## src/hw/rtl/sbpm_pkg.sv

```systemverilog
package sbpm_pkg;

    localparam int PlaneLongTilesDefault = 128;

    localparam int CntW = 10;
    localparam int CoordW = 11;

    localparam logic [3:0] DetectReset = 4'd1;
    localparam logic [CoordW-1:0] VsyncOffset = 11'd22;
    localparam logic [CoordW-1:0] VertXOffset = 11'h010;
    localparam logic [7:0] ReadBase = 8'hfe;
    localparam logic [7:0] FlipMask = 8'hff;
    localparam logic [CoordW-1:0] ShortMask = 11'h0ff;

    typedef enum logic [1:0] {
        CMD_WRITE = 2'd0,
        CMD_READ  = 2'd1,
        CMD_PIXEL = 2'd2
    } t_cmd;

    typedef enum logic [2:0] {
        PORT_CONTROL = 3'd0,
        PORT_CLEAR   = 3'd1,
        PORT_STEP    = 3'd2,
        PORT_ACK     = 3'd3,
        PORT_DISABLE = 3'd4,
        PORT_FIXED   = 3'd5
    } t_port;

    typedef struct packed {
        logic [7:0]      control;
        logic [CntW-1:0] h_count;
        logic [CntW-1:0] v_count;
        logic            flag;
        logic            bg_disable;
        logic [5:0]      fixed_color;
        logic [3:0]      detect;
    } t_state;

    typedef struct packed {
        logic [1:0] command;
        logic [2:0] port;
        logic [7:0] data;
        logic [7:0] screen_x;
        logic [7:0] screen_y;
        logic [5:0] fg_pen;
        logic [7:0] fg_color;
        logic [5:0] bg_pixel;
    } t_item;

endpackage

```

## src/hw/rtl/sbpm_regs.sv

```systemverilog
module sbpm_regs (
    input  logic             i_clk,
    input  logic             i_rst_n,
    input  logic             i_cfg_we,
    input  logic [3:0]       i_cfg_data,
    input  logic             i_fire,
    input  logic [1:0]       i_command,
    input  logic [2:0]       i_port,
    input  logic [7:0]       i_data,
    input  logic             i_set_flag,
    output sbpm_pkg::t_state o_cur,
    output sbpm_pkg::t_state o_nxt
);

    sbpm_pkg::t_state r_st;
    sbpm_pkg::t_state n_st;
    logic [sbpm_pkg::CntW-1:0] w_delta;

    always_comb begin
        n_st = r_st;
        w_delta = r_st.control[0] ? {sbpm_pkg::CntW{1'b1}} : sbpm_pkg::CntW'(1);
        if (i_cfg_we) begin
            n_st.detect = i_cfg_data;
        end
        if (i_fire) begin
            if (i_command == sbpm_pkg::CMD_WRITE) begin
                unique case (i_port)
                    sbpm_pkg::PORT_CONTROL: n_st.control = i_data;
                    sbpm_pkg::PORT_CLEAR: begin
                        n_st.h_count = '0;
                        n_st.v_count = '0;
                    end
                    sbpm_pkg::PORT_STEP: begin
                        if (r_st.control[1]) begin
                            n_st.v_count = r_st.v_count + w_delta;
                        end else begin
                            n_st.h_count = r_st.h_count + w_delta;
                        end
                    end
                    sbpm_pkg::PORT_ACK:     n_st.flag = 1'b0;
                    sbpm_pkg::PORT_DISABLE: n_st.bg_disable = i_data[0];
                    sbpm_pkg::PORT_FIXED:   n_st.fixed_color = i_data[5:0];
                    default: ;
                endcase
            end else if (i_command == sbpm_pkg::CMD_PIXEL && i_set_flag) begin
                n_st.flag = 1'b1;
            end
        end
    end

    always_ff @(posedge i_clk) begin
        if (!i_rst_n) begin
            r_st.control     <= '0;
            r_st.h_count     <= '0;
            r_st.v_count     <= '0;
            r_st.flag        <= 1'b0;
            r_st.bg_disable  <= 1'b0;
            r_st.fixed_color <= '0;
            r_st.detect      <= sbpm_pkg::DetectReset;
        end else begin
            r_st <= n_st;
        end
    end

    assign o_cur = r_st;
    assign o_nxt = n_st;

endmodule

```

## src/hw/rtl/sbpm_mix.sv

```systemverilog
module sbpm_mix #(
    parameter int PLANE_LONG_TILES = sbpm_pkg::PlaneLongTilesDefault
) (
    input  sbpm_pkg::t_state      i_st,
    input  logic [1:0]            i_command,
    input  logic [7:0]            i_screen_x,
    input  logic [7:0]            i_screen_y,
    input  logic [5:0]            i_fg_pen,
    input  logic [7:0]            i_fg_color,
    input  logic [5:0]            i_bg_pixel,
    output logic [7:0]            o_read_data,
    output logic [sbpm_pkg::CntW-1:0] o_bg_x,
    output logic [sbpm_pkg::CntW-1:0] o_bg_y,
    output logic [6:0]            o_pixel_out,
    output logic                  o_set_flag
);

    localparam int LongDim = PLANE_LONG_TILES * 8;
    localparam logic [sbpm_pkg::CoordW-1:0] LongMask = sbpm_pkg::CoordW'(LongDim - 1);

    logic                          w_vert;
    logic [7:0]                    w_flip;
    logic [sbpm_pkg::CoordW-1:0]   w_sx;
    logic [sbpm_pkg::CoordW-1:0]   w_sy;
    logic [sbpm_pkg::CoordW-1:0]   w_ex;
    logic [sbpm_pkg::CoordW-1:0]   w_ey;
    logic [sbpm_pkg::CoordW-1:0]   w_xmask;
    logic [sbpm_pkg::CoordW-1:0]   w_ymask;
    logic [sbpm_pkg::CoordW-1:0]   w_bx;
    logic [sbpm_pkg::CoordW-1:0]   w_by;
    logic                          w_pix;

    always_comb begin
        w_vert  = i_st.control[1];
        w_flip  = i_st.control[0] ? sbpm_pkg::FlipMask : 8'h00;
        w_sx    = {3'b000, i_screen_x} + {1'b0, i_st.h_count};
        w_sy    = {3'b000, i_screen_y} + {1'b0, i_st.v_count} + sbpm_pkg::VsyncOffset;
        w_ex    = {w_sx[sbpm_pkg::CoordW-1:8], w_sx[7:0] ^ w_flip}
                  + (w_vert ? sbpm_pkg::VertXOffset : '0);
        w_ey    = {w_sy[sbpm_pkg::CoordW-1:8], w_sy[7:0] ^ w_flip};
        w_xmask = w_vert ? sbpm_pkg::ShortMask : LongMask;
        w_ymask = w_vert ? LongMask : sbpm_pkg::ShortMask;
        w_bx    = w_ex & w_xmask;
        w_by    = w_ey & w_ymask;
        w_pix   = (i_command == sbpm_pkg::CMD_PIXEL);

        o_read_data = (i_command == sbpm_pkg::CMD_READ)
                      ? (sbpm_pkg::ReadBase | {7'd0, i_st.flag}) : 8'h00;
        o_bg_x = w_pix ? w_bx[sbpm_pkg::CntW-1:0] : '0;
        o_bg_y = w_pix ? w_by[sbpm_pkg::CntW-1:0] : '0;
        o_set_flag = (i_bg_pixel != 6'd0) && (i_fg_color != 8'd0)
                     && (i_fg_pen[5:2] == i_st.detect);
        if (!w_pix) begin
            o_pixel_out = 7'd0;
        end else if (i_fg_color == 8'd0 && !i_st.bg_disable) begin
            o_pixel_out = {1'b1, i_bg_pixel | i_st.fixed_color};
        end else begin
            o_pixel_out = {1'b0, i_fg_pen};
        end
    end

endmodule

```

## src/hw/rtl/scrolling_background_port_and_mixer_core.sv

```systemverilog
// Scrolling background port and pixel mixer. Each transaction is a port write,
// a port read or one pixel, and gives exactly one result. It is registered on
// input, resolved against board state combinationally and registered on output;
// its result is valid the cycle after it leaves the input register. One
// transaction can enter every cycle while the output is taken; while a result
// waits, the input register still takes one more transaction before input
// stalls. The result's control fields and collision flag reflect state after
// the transaction. The collision detect colour resets to 1 and is written on
// the config port by the user only when idle; the block does not enforce this.
module scrolling_background_port_and_mixer_core #(
    parameter int PLANE_LONG_TILES = sbpm_pkg::PlaneLongTilesDefault
) (
    input  logic        i_clk,
    input  logic        i_rst_n,
    input  logic        i_in_valid,
    output logic        o_in_ready,
    input  logic [1:0]  i_command,
    input  logic [2:0]  i_port,
    input  logic [7:0]  i_data,
    input  logic [7:0]  i_screen_x,
    input  logic [7:0]  i_screen_y,
    input  logic [5:0]  i_fg_pen,
    input  logic [7:0]  i_fg_color,
    input  logic [5:0]  i_bg_pixel,
    input  logic        i_cfg_we,
    input  logic [3:0]  i_cfg_data,
    output logic        o_out_valid,
    input  logic        i_out_ready,
    output logic [7:0]  o_read_data,
    output logic [9:0]  o_bg_x,
    output logic [9:0]  o_bg_y,
    output logic        o_plane_select,
    output logic [1:0]  o_rom_select,
    output logic        o_char_bank,
    output logic [6:0]  o_pixel_out,
    output logic        o_collision
);

    logic              r_in_valid;
    logic [1:0]        r_command;
    logic [2:0]        r_port;
    logic [7:0]        r_data;
    logic [7:0]        r_screen_x;
    logic [7:0]        r_screen_y;
    logic [5:0]        r_fg_pen;
    logic [7:0]        r_fg_color;
    logic [5:0]        r_bg_pixel;

    logic              r_out_valid;
    logic [7:0]        r_read_data;
    logic [9:0]        r_bg_x;
    logic [9:0]        r_bg_y;
    logic              r_plane_select;
    logic [1:0]        r_rom_select;
    logic              r_char_bank;
    logic [6:0]        r_pixel_out;
    logic              r_collision;

    logic              w_adv;
    logic              w_load;
    logic              w_set_flag;
    logic [7:0]        w_read_data;
    logic [9:0]        w_bg_x;
    logic [9:0]        w_bg_y;
    logic [6:0]        w_pixel_out;
    sbpm_pkg::t_state  w_cur;
    sbpm_pkg::t_state  w_nxt;

    assign w_adv      = r_in_valid && (!r_out_valid || i_out_ready);
    assign o_in_ready = !r_in_valid || w_adv;
    assign w_load     = i_in_valid && o_in_ready;

    sbpm_regs u_regs (
        .i_clk      (i_clk),
        .i_rst_n    (i_rst_n),
        .i_cfg_we   (i_cfg_we),
        .i_cfg_data (i_cfg_data),
        .i_fire     (w_adv),
        .i_command  (r_command),
        .i_port     (r_port),
        .i_data     (r_data),
        .i_set_flag (w_set_flag),
        .o_cur      (w_cur),
        .o_nxt      (w_nxt)
    );

    sbpm_mix #(
        .PLANE_LONG_TILES (PLANE_LONG_TILES)
    ) u_mix (
        .i_st        (w_cur),
        .i_command   (r_command),
        .i_screen_x  (r_screen_x),
        .i_screen_y  (r_screen_y),
        .i_fg_pen    (r_fg_pen),
        .i_fg_color  (r_fg_color),
        .i_bg_pixel  (r_bg_pixel),
        .o_read_data (w_read_data),
        .o_bg_x      (w_bg_x),
        .o_bg_y      (w_bg_y),
        .o_pixel_out (w_pixel_out),
        .o_set_flag  (w_set_flag)
    );

    always_ff @(posedge i_clk) begin
        if (!i_rst_n) begin
            r_in_valid  <= 1'b0;
            r_out_valid <= 1'b0;
        end else begin
            if (w_load) begin
                r_in_valid <= 1'b1;
            end else if (w_adv) begin
                r_in_valid <= 1'b0;
            end
            if (w_adv) begin
                r_out_valid <= 1'b1;
            end else if (i_out_ready) begin
                r_out_valid <= 1'b0;
            end
        end
    end

    always_ff @(posedge i_clk) begin
        if (w_load) begin
            r_command  <= i_command;
            r_port     <= i_port;
            r_data     <= i_data;
            r_screen_x <= i_screen_x;
            r_screen_y <= i_screen_y;
            r_fg_pen   <= i_fg_pen;
            r_fg_color <= i_fg_color;
            r_bg_pixel <= i_bg_pixel;
        end
        if (w_adv) begin
            r_read_data    <= w_read_data;
            r_bg_x         <= w_bg_x;
            r_bg_y         <= w_bg_y;
            r_plane_select <= w_nxt.control[1];
            r_rom_select   <= w_nxt.control[7:6];
            r_char_bank    <= w_nxt.control[2];
            r_pixel_out    <= w_pixel_out;
            r_collision    <= w_nxt.flag;
        end
    end

    assign o_out_valid    = r_out_valid;
    assign o_read_data    = r_read_data;
    assign o_bg_x         = r_bg_x;
    assign o_bg_y         = r_bg_y;
    assign o_plane_select = r_plane_select;
    assign o_rom_select   = r_rom_select;
    assign o_char_bank    = r_char_bank;
    assign o_pixel_out    = r_pixel_out;
    assign o_collision    = r_collision;

endmodule
```

## config.mk

```make
export PLATFORM = sky130hd
export DESIGN_NAME = scrolling_background_port_and_mixer_core
export DESIGN_NICKNAME = d
export VERILOG_FILES = /design/src/hw/rtl/sbpm_pkg.sv /design/src/hw/rtl/sbpm_regs.sv /design/src/hw/rtl/sbpm_mix.sv /design/src/hw/rtl/scrolling_background_port_and_mixer_core.sv
export SDC_FILE = /design/constraint.sdc
export NUM_CORES = 1
export LEC_CHECK = 0
export ABC_AREA = 1
export BUFFER_PORTS_ARGS = -buffer_cell sky130_fd_sc_hd__buf_2
export CORE_ASPECT_RATIO = 0.75
export CORE_MARGIN = 2
export CORE_UTILIZATION = 61
export DETAILED_ROUTE_END_ITERATION = 8
export GPL_ROUTABILITY_DRIVEN = 0
export GPL_TIMING_DRIVEN = 0
export PLACE_DENSITY_LB_ADDON = 0.1
export SLEW_MARGIN = 15
export SYNTH_ARGS = -nofsm -noshare
export SYNTH_HDL_FRONTEND = slang
export SYNTH_SLANG_ARGS = --single-unit
```

## constraint.sdc

```tcl
create_clock -name i_clk -period 4.4 [get_ports i_clk]
set_input_delay 0.22 -clock i_clk [delete_from_list [all_inputs] [get_ports i_clk]]
set_output_delay 0.22 -clock i_clk [all_outputs]
set_load 0.02 [all_outputs]
```

; Word-level counts from Yosys, hierarchy flattened
; Cells that the tools add are included.
[classes]
add_sub_neg = 6
n_eq_ne = 10
n_reduce_logical = 24
n_bitwise = 5
muxes = 23
[op_table]
columns = cell, count
row1 = $mux W10, 5
row2 = $pmux W20 S2, 1
row3 = $mux W36, 1
row4 = $add A10 B10 Y10, 3
row5 = $mux W28, 1
row6 = $mux W8, 3
row7 = $add A8 B10 Y10, 2
row8 = $and A10 B10 Y10, 2
row9 = $xor A8 B8 Y8, 2
row10 = $mux W7, 2
row11 = $add A10 B5 Y10 const B, 1
row12 = $reduce_and A3 Y1, 3
row13 = $logic_not A8 Y1, 1
row14 = $mux W1, 8
row15 = $reduce_and A4 Y1, 2
row16 = $reduce_bool A8 Y1, 1
row17 = $eq A3 B2 Y1 const B, 2
row18 = $eq A3 B3 Y1 const B, 2
row19 = $logic_and A1 B1 Y1, 6
row20 = $mux W6, 1
row21 = $or A6 B6 Y6, 1
row22 = $reduce_bool A2 Y1, 3
row23 = $reduce_bool A6 Y1, 1
row24 = $mux W5, 1
row25 = other kinds (10), 13
[word_totals]
word_cells = 95
register_bits = 131
output_inout_bits = 42
input_bits = 58

; Logic depth before layout (Yosys ltp)
[depth]
ltp_word = 7
ltp_mapped = 15
mapped_depth_nobuf = 15

; Modules after synthesis
; Synthesis repeated with hierarchy kept, for this count alone.
[unflattened]
cells_unflattened = 794
hier_area_um2 = 7031.7
[by_module_without_submodules]
columns = mod, area_each_um2, cells_each, n_inst, seq_area_each_um2
row1 = scrolling_background_port_and_mixer_core, 2767.7, 102, 1, 2712.6
row2 = sbpm_regs, 2653.8, 416, 1, 800.8
row3 = sbpm_mix, 1610.3, 276, 1, 0.0

; Worst setup path before layout
; No wires, ideal clock.
[synth_path]
path_kind = flip-flop to flip-flop
from = register r_screen_x[0]
to = register r_bg_x[8] (netlist: o_bg_x[8]) (data pin)
path_buffers = 0
period_less_slack_ns = 2.354
arrival_ns = 2.100
required_time_ns = 4.146
slack_ns = 2.046
path_stages_with_launch = 14
setup_ns = 0.254
cell_sequence = edfxtp_1 > ha_1 > fa_1 > nand3_1 > nand3_1 > xor2_1 > inv_1 > ha_1 > ha_1 > inv_1 > nor2_1 > nand2_1 > xor2_1 > nor2_1
[synth_via]
elab_chain_len = 4
[synth_rtl]
columns = element, line
row1 = from (decl), scrolling_background_port_and_mixer_core.sv:43  ; logic [7:0] r_screen_x;
row2 = from (signal assigned), scrolling_background_port_and_mixer_core.sv:127  ; r_screen_x <= i_screen_x;
row3 = $add A8 B10 Y10 *, sbpm_mix.sv:36  ; w_sx = {3'b000, i_screen_x} + {1'b0, i_st.h_count};
row4 = $xor A8 B8 Y8, sbpm_mix.sv:38  ; w_ex = {w_sx[sbpm_pkg::CoordW-1:8], w_sx[7:0] ^ w_flip}
row5 = $add A10 B10 Y10 *, sbpm_mix.sv:39  ; + (w_vert ? sbpm_pkg::VertXOffset : '0);
row6 = $and A10 B10 Y10 *, sbpm_mix.sv:43  ; w_bx = w_ex & w_xmask;
row7 = to (signal assigned), scrolling_background_port_and_mixer_core.sv:135  ; r_bg_x <= w_bg_x;
row8 = to (decl), scrolling_background_port_and_mixer_core.sv:51  ; logic [9:0] r_bg_x;
; Mark *: on every way between the ends. The rest lies on a longest branch, timed or not.
; A chain may end at the register's enable or synchronous reset.

; Final worst setup path
; Ends and elaborated chain as after synthesis.

==> impl_summary.log <==
[metrics] Die Y-Extent: slightly above 90 µm
[metrics] cell area reported after detailed placement: between 7000 and 8000 µm²
[metrics] area fraction in compound gates after synthesis: a little under a tenth
[metrics] PwrDens: ~370 nW/µm²
[metrics] Core ar.: 10200 µm²
[metrics] R2R setup slack: around 1.6 ns
[metrics] clock latency on the worst-skew pair: 0.42 ns
[metrics] DRT Pass-1 Iters: 7
[metrics] number of flops mapped to enable cells by yosys: between 80 and 90
[metrics] combinational family with the most area after synthesis: simple AND/OR/NAND/NOR gates
[metrics] fraction of layout instances using a drive strength above 1: 18.6%
[metrics] warnings from Yosys: 0
[metrics] # IOs: 100
[metrics] library cell with the largest summed area after synthesis: edfxtp_1
[metrics] worst-case clock buffer depth: 2
[metrics] post-cts hold buffer count: 49
[metrics] worst hold path type: in2reg
[metrics] netlist area before placement: between 6000 and 7000 µm²
[metrics] root cell of the clock tree: clkbuf_16
[metrics] worst clock skew: between 0.01 and 0.015 ns
[metrics] number of standard cells in the layout, taps in and fillers out: just over 1000
[metrics] Avg Synthesized Cell Area: a little over 9 µm²
[metrics] clock tree from TritonCTS: yes
[metrics] count of final max-slew check failures: 0
[metrics] input/output buffers: 99
[metrics] Worst R2R Path Depth: 13
[metrics] number of nets still failing antenna checks after routing: 0
[metrics] total half-perimeter wirelength after legalization and detailed placement: roughly 11 mm
[metrics] post-CTS repair timing setup buffer count: 0
[metrics] worst slack at placement: between 1.5 and 2 ns
[metrics] instance count along the most critical hold path: 3
[metrics] count of instances resized after the clock tree is built: 0
[metrics] status: finished clean
[metrics] final hold violations: 0
[metrics] Via Count: about 5500
[metrics] maximum ir drop on the vdd rail: 0.394 mV
[metrics] fmax: between 0.3 and 0.4 GHz
[metrics] global route overflow: 0
[metrics] fraction of synthesized area in multiplexers: 0%
[metrics] Antenna diodes: 0
[metrics] Max-Slew Margin vs Limit: between 30% and 40%
[metrics] via density per instance: 5.51
[metrics] vias in the first global route: 5548
[metrics] gr usage total: a little under a third
[metrics] WL/cell: between 15 and 20 µm
[metrics] cell types occupying the most area after synthesis: edfxtp_1, dfxtp_1, ha_1
[metrics] minimum setup slack in the final design: 1.59 ns
[metrics] depth of the CTS H-tree: 4
[metrics] start-to-end type of the worst setup path: reg2reg
[metrics] Fin Setup TNS: 0 ns
[metrics] main flop type after synthesis: edfxtp_1
[metrics] proportion of register bits with asynchronous set or reset after synthesis: 0%
[metrics] post-synthesis adder-cell area fraction: 9.54%
[metrics] post-synthesis simple-gate area fraction: between 15 and 20%
[metrics] area added between synthesis and finish: 28.7%
[metrics] Period minus WS final: 2.81 ns
[metrics] setup repair after global routing missed its margin: no
[metrics] Post-Synth XOR/XNOR Area: approximately 3.7%
[metrics] register area share after synthesis: 51.5%
[metrics] critical path arrival: 2.98 ns
[metrics] clock net sink count: roughly 120
[metrics] leakage power figure: 0.00374 µW
[metrics] effective utilization at floorplan: ~62%
[metrics] Critical Path End Type: flop
[metrics] reg-to-reg endpoint: o_bg_x[8]$_SDFFCE_PN0P_
[metrics] cell total after placement: around 930
[metrics] detailed-route DRC error count: 0
[metrics] Reg clk slew, reported paths: 0.06 ns
[metrics] maximum number of pins on one net before global-route repair: 37
[metrics] share of the cycle needed by the critical path after routing: 63.8%
[metrics] fill count: ~660
[metrics] total wire length: 16.2 mm
[metrics] Worst Path Required: 4.57 ns
[metrics] Post-Route Hold Slack: between 0.04 and 0.05 ns
[metrics] Critical Path Source: r_screen_x[0]$_DFFE_PP_
[metrics] startpoint kind of the worst setup timing path: flop
[metrics] clock buffer count from CTS: 17
[metrics] Worst Setup EP: o_bg_x[8]$_SDFFCE_PN0P_
[metrics] area share of the largest cell type after synthesis: about two fifths
[metrics] first-pass GRT wire length: ~26 mm
[metrics] Reg-to-Reg Start: r_screen_x[0]$_DFFE_PP_
[metrics] finished layout cell area: approximately 8000 µm²
[metrics] Worst-Margin Slew: roughly 0.9 ns
[metrics] Row Count: 32
[metrics] die span in x: approximately 120 µm
[metrics] Synth Register Bits: between 100 and 150
[metrics] number of DRC markers in iteration 0: approximately 520
[metrics] synth unique cells: 38
[metrics] Nets: 962
[metrics] CP max FO: 3
[metrics] number of max-cap violations: 0
[metrics] initial antenna violation count: 0
[metrics] Final setup violation count: 0
[metrics] Post-Synthesis Cells: 690
[metrics] net count after synthesis: approximately 790
[metrics] area enclosed by the die boundary: approximately 11000 µm²
-- cell usage after synthesis (2+ instances only) --
master	n
xor2_1	13
buf_6	2
dfxtp_1	39
nor2_4	2
nand4_1	12
nand2_1	127
inv_2	2
inv_1	94
nor2_1	71
edfxtp_1	83
fa_1	4
a31oi_1	5
o21ai_2	2
nand3_1	38
a22oi_1	2
a21oi_1	54
xnor2_1	14
o211ai_1	2
nand2_2	5
buf_4	6
buf_2	3
nor4_1	2
or2_2	5
o21bai_1	4
nor3_1	6
clkbuf_1	3
ha_1	42
o21ai_0	38
-- report_power, final --
group / switching (µW) / total (µW) / internal [µW] / leakage, µW
clock network: 518 / 1520 / 1000 / 0.000302
logic: 137 / 238 / 102 / 0.00232
registers: 22.2 / 1300 / 1280 / 0.00112
-- worst min path at each step --
| stage | startpoint | slack [ns] | to |
|---|---|---|---|
| after global placement | i_fg_color[3] | 0.40 | r_fg_color[3]$_DFFE_PP_ |
| final | i_cfg_data[0] | 0.05 | u_regs.o_cur[0]$_SDFFE_PN1P_ |
| after CTS | i_cfg_data[0] | 0.04 | u_regs.o_cur[0]$_SDFFE_PN1P_ |
| after detailed placement | i_screen_x[4] | 0.40 | r_screen_x[4]$_DFFE_PP_ |
| after floorplan | i_bg_pixel[0] | 0.32 | r_bg_pixel[0]$_DFFE_PP_ |
| after global routing | i_cfg_data[0] | 0.05 | u_regs.o_cur[0]$_SDFFE_PN1P_ |
-- layout by cell type (no fill, tap or decap), types with 12 or more instances in the layout --
master,instances
nand2_1,127
buf_2,102
inv_1,92
edfxtp_1,83
nor2_1,71
a21oi_1,54
dlygate4sd3_1,49
ha_1,42
dfxtp_1,39
nand3_1,38
o21ai_0,38
clkbuf_16,17
xnor2_1,14
xor2_1,13
nand4_1,12
-- kinds of logic (layout without fill, tap and decap cells) --
| kind of cell | count (synthesis) | count (layout) |
|---|---|---|
| AND/OR/NAND/NOR | 273 | 273 |
| flip-flops | 122 | 122 |
| AO/OA/AOI/OAI | 111 | 111 |
| buffers and inverters | 111 | 291 |
| adder cells (fa/ha/maj) | 46 | 46 |
| XOR/XNOR | 27 | 27 |
-- through the flow --
| stage | utilization [%] | power (µW) |
|---|---|---|
| finish | 80.0 | 3060 |
| global placement | 68.7 | 1510 |
| global route | 80.0 | 3140 |
| CTS | 80.0 | 3050 |
| floorplan | - | 1440 |
| detailed placement | 68.9 | 1520 |
-- area by class of cell --
| cell class | count | area, µm² | share of cell area, % |
|---|---|---|---|
| clock buffer | 17 | 425 | 5.21 |
| timing repair buffer | 149 | 1010 | 12.3 |
| sequential | 122 | 3270 | 40.0 |
| inverter | 97 | 364 | 4.45 |
| clock inverter | 14 | 220 | 2.69 |
| buffer | 14 | 93.8 | 1.15 |
| tap | 136 | 170 | 2.08 |
| multi-input combinational | 457 | 2620 | 32.1 |
-- registers in the layout, summed over array words and instances (netlist names) --
signal,cells
r_port,3
o_pixel_out,7
u_regs.o_cur,37
o_bg_y,10
o_plane_select,1
r_bg_pixel,6
o_out_valid,1
r_fg_color,8
r_screen_x,8
r_data,8
o_char_bank,1
r_in_valid,1
o_rom_select,2
r_fg_pen,6
r_screen_y,8
o_read_data,2
r_command,2
o_bg_x,10
o_collision,1
-- routing by layer --
metal | wire (µm) | GRT usage (%)
met1 | 6720 | 38.2
met3 | 1240 | 6.40
met2 | 7670 | 50.6
met5 | 0 | 0
met4 | 552 | 14.3
-- worst max-delay path, stage by stage, from the launching register on --
cell      delay, ns
edfxtp_1       0.41
ha_1           0.27
fa_1           0.50
nand3_1        0.11
nand3_1        0.13
xor2_1         0.17
inv_1          0.06
ha_1           0.21
ha_1           0.20
inv_1          0.05
nor2_1         0.18
nand2_1        0.09
xor2_1         0.13
nor2_1         0.05
No activity file was read; power rests on OpenSTA's default activity.
